==> src/hw/rtl/rmq_divider.sv <==
// ----------------------------------------------------------------------------
// rmq_divider: pipelined restoring divider
// One quotient bit per stage; a new division may enter every cycle.
// ----------------------------------------------------------------------------
module rmq_divider #(
    parameter int NW = 36,
    parameter int DW = 20
) (
    input  logic          i_clk,
    input  logic [NW-1:0] i_num,
    input  logic [DW-1:0] i_den,
    output logic [NW-1:0] o_quo
);
    logic [NW-1:0] r_num [NW+1];
    logic [DW-1:0] r_den [NW+1];
    logic [DW:0]   r_rem [NW+1];
    logic [NW-1:0] r_quo [NW+1];

    always_comb begin
        r_num[0] = i_num;
        r_den[0] = i_den;
        r_rem[0] = '0;
        r_quo[0] = '0;
    end

    for (genvar k = 0; k < NW; k++) begin : g_st
        logic [DW+1:0] n_try;
        logic [DW+1:0] n_sh;
        always_comb begin
            n_sh  = {r_rem[k], r_num[k][NW-1-k]};
            n_try = n_sh - {2'b00, r_den[k]};
        end
        always_ff @(posedge i_clk) begin
            r_num[k+1] <= r_num[k];
            r_den[k+1] <= r_den[k];
            if (!n_try[DW+1]) begin
                r_rem[k+1] <= n_try[DW:0];
                r_quo[k+1] <= r_quo[k] | (NW'(1) << (NW-1-k));
            end else begin
                r_rem[k+1] <= n_sh[DW:0];
                r_quo[k+1] <= r_quo[k];
            end
        end
    end

    assign o_quo = r_quo[NW];
endmodule

==> config.mk <==
export PLATFORM = sky130hd
export DESIGN_NAME = rmq_divider
export DESIGN_NICKNAME = d
export VERILOG_FILES = /design/src/hw/rtl/rmq_divider.sv
export SDC_FILE = /design/constraint.sdc
export NUM_CORES = 2
export LEC_CHECK = 0
export BUFFER_PORTS_ARGS = -buffer_cell sky130_fd_sc_hd__buf_2
export CAP_MARGIN = 20
export CORE_UTILIZATION = 45
export CTS_CLUSTER_SIZE = 12
export DETAILED_ROUTE_END_ITERATION = 6
export GPL_TIMING_DRIVEN = 0
export HOLD_SLACK_MARGIN = 0.02
export PLACE_DENSITY = 0.65
export SYNTH_ARGS = -nofsm -noshare
export SYNTH_HDL_FRONTEND = slang
export SYNTH_SLANG_ARGS = --single-unit
==> constraint.sdc <==
create_clock -name i_clk -period 6.5 [get_ports i_clk]
set_clock_uncertainty 0.05 [all_clocks]
set_input_delay 0.65 -clock i_clk [delete_from_list [all_inputs] [get_ports i_clk]]
set_output_delay 0.65 -clock i_clk [all_outputs]
set_load 0.1 [all_outputs]
==> run_results.csv <==
group,metric,value,unit
status,status,"complete, no violations",
route,viasPerCell,4.933,
sta,rsz0062_at_grt,"false",
setup_path,crit_buf_inv,2,
clocking,cts-resized-gates,0,
power_and_ir_drop,p_total,67850,µW
yosys,ys_seq_area_frac,0.5620,
global_routing,grt_pass1_wl,291.9,mm
route,routed_wl,177.4,mm
yosys,synthArstFlopShare,0,
min_path,min_path_type,"register to register",
setup_path,ff2ff_path_depth,12,
setup_path,worstPathCellList,"inv_1 > ha_1 > nor2b_1 > o31a_1 > o41ai_1 > o21ai_0 > nand4_1 > nand2_1 > a41oi_1 > xnor2_1 > clkbuf_1 > mux2_2",
setup_path,endpoint_kind,"register",
clocking,cts_sinks,2731,
sta,hold_viol,0,
setup_path,cp_num_cells,12,
clocking,cts_root_buffer,"clkbuf_16",
die,rows,170,
power_and_ir_drop,p_per_area,609.2,nW/µm²
setup_path,crit_type,"register to register",
route,wl_per_cell,14.62,µm
setup_path,slowest_stage,"clkbuf_1",
power_and_ir_drop,peakVddDrop,343.7,µV
die,start_util,0.4533,
placement,pre_cts_slack,2224,ps
clocking,clk_pin_slew_worst_paths,50,ps
flow_run,drv_cap,0,
global_routing,gr-usage-met1,0.1943,
clocking,cts_buffers,305,
clocking,clock_latency,910,ps
sta,hold_ws,202.5,ps
clocking,cts_tree,"built",
final_layout,fin_nets,9920,
clocking,clockBufferDepth,4,
yosys,ys_warn_count,0,
route,drc,0,
sta,setup_tns,0,ps
global_routing,use_met3,0.02829,
die,die_h,467.0,µm
yosys,synth_cell_type_count,97,
die,die_w,467.0,µm
route,vias,59849,
global_routing,gr-usage-met2,0.2836,
min_path,whs_path_depth,0,
global_routing,grt_overflow,0,
setup_path,crit_fanout,10,
placement,dp_hpwl,130.7,mm
sta,maxSlewViolCount,0,
global_routing,grt_pass1_vias,60023,
sta,period_needed,4285,ps
global_routing,track_usage,0.1614,
yosys,netlist_area,97290,µm²
sta,finalSetupViolCount,0,
yosys,synth_edf_count,0,
placement,placement.io_buffers,92,
global_routing,top_usage_layer,"met2",
final_layout,drive_above_1_share,0.1294,
die,io_pins,93,
setup_path,slowest_delay,630,ps
die,fp.dieArea,218100,µm²
yosys,syn_avg_cell_area,11.23,µm²
final_layout,area_growth_syn_to_layout,14.48,%
setup_path,worstSetupStartpointType,"register",
die,core_area,214600,µm²
yosys,ys.flop_type,"dfxtp_1",
final_layout,fin_util,0.5190,
yosys,synth-seq-cells,2731,
sta,setup_ws,2215,ps
sta,period_share,0.6592,
yosys,synth.top_cell.area_share,0.5620,
setup_path,worst_ep_required_time,7230,ps
setup_path,critical_path.top_delay_family,"compound AO/OA/AOI/OAI gates",
yosys,synthCells,8663,
sta,worst_pin_slew,1009,ps
sta,max_freq,233.4,MHz
route,ant_nets,0,
power_and_ir_drop,leakagePower,0.05056,µW
route,first_iter_violations,3141,
setup_path,arrival,5010,ps
route,first_pass_iters,6,
yosys,yosys.area.top_type,"dfxtp_1",
placement,routabilityCongestion,0.8878,
global_routing,grt_max_degree,17,
yosys,synthTopCellsByArea,"dfxtp_1 (56%), ha_1 (9.0%), mux2_2 (5.9%)",
clocking,htreeDepth,5,
global_routing,antenna_found_initial,1,
sta,relSlewSlack,0.3099,
==> worst paths after layout <==
| kind | from | endpoint | slack [ps] |
|---|---|---|---|
| max | r_den[61] | g_st[34].n_sh[15] | 2220 |
| min | r_quo[741] | r_quo[705] | 200 |
| max reg2reg | r_den[61] | g_st[34].n_sh[15] | 2220 |
| min reg2reg | r_quo[741] | r_quo[705] | 200 |
==> registers in the layout, summed over array words and instances (netlist names) <==
name       flops
g_st.n_sh    770
o_quo         36
r_den        700
r_num        595
r_quo        630
==> timing repair <==
| action | in CTS | in global routing |
|---|---|---|
| endpoints found under the hold margin | 58 | 0 |
| endpoints found under the setup margin | 0 | 0 |
| setup buffers | 0 | 0 |
| hold buffers | 56 | 0 |
==> layer usage <==
| metal | vias to the layer above | routed length [µm] | part of all wire |
|---|---|---|---|
| met2 | 1022 | 85800 | 0.48 |
| met5 | - | 0 | 0 |
| li1 | 30481 | - | - |
| met1 | 27917 | 79090 | 0.45 |
| met3 | 429 | 6730 | 0.038 |
| met4 | 0 | 5745 | 0.032 |
==> cell families after synthesis <==
kind of cell | Yosys count | share of synthesized area
mux | 605 | 0.06968
buf+inv | 992 | 0.04064
simple gates | 1357 | 0.06667
other cells | 1 | 0.00003855
compound gates | 1685 | 0.1134
flops | 2731 | 0.5620
xor+xnor | 557 | 0.05045
fa+ha+maj | 735 | 0.09715
==> area by class of cell <==
cell class	count	area [µm²]
fillers	18668	103200
clock inverters	49	684.4
inverters	856	3213
well taps	2838	3551
multi-input cells	4949	38690
diodes	2	5.005
flip-flops and latches	2731	54670
plain buffers	136	740.7
repair buffers	149	1033
clock buffers	422	8782
==> report_power, final <==
part,switching (µW),leakage [µW],total [µW],internal (µW)
logic,14500,0.0229,27700,13200
registers,2140,0.0230,24100,21900
clock network,6260,0.00466,16100,9880
==> Yosys cell counts, types with 78 or more instances <==
cell      instances
o21a_1          116
a21oi_1         439
nor2b_1         108
nand2_1         332
xnor2_1         387
nand2b_1        113
xor2_1          166
ha_1            701
a21o_1          200
dfxtp_1        2731
nor3_1          103
nor2_1          397
nand3_1         109
inv_1           854
a31oi_1          78
mux2_2          512
o21ai_0         360
==> stage by stage <==
stage | std cells | area (µm²)
after floorplan | 8672 | 97320
after global placement | 11602 | 101300
after detailed placement | 11602 | 101300
after CTS | 12129 | 111400
after global routing | 12132 | 111400
final | 12132 | 111400
==> cell usage in the layout (no fill, tap or decap), types with 31 or more instances in the layout <==
cell type,instances
dfxtp_1,2731
inv_1,854
ha_1,701
mux2_2,512
a21oi_1,439
nor2_1,397
xnor2_1,387
o21ai_0,360
nand2_1,332
clkbuf_16,313
a21o_1,200
xor2_1,166
buf_2,138
o21a_1,116
nand2b_1,113
nand3_1,109
nor2b_1,108
clkbuf_1,103
nor3_1,103
a31oi_1,78
mux2i_1,75
a21boi_0,67
dlygate4sd3_1,56
a211oi_1,55
clkbuf_8,54
nand4_1,47
o31ai_1,46
o21bai_1,38
buf_4,38
and3_1,35
fa_1,34
or3_1,31
No activity file was read; power rests on OpenSTA's default activity.
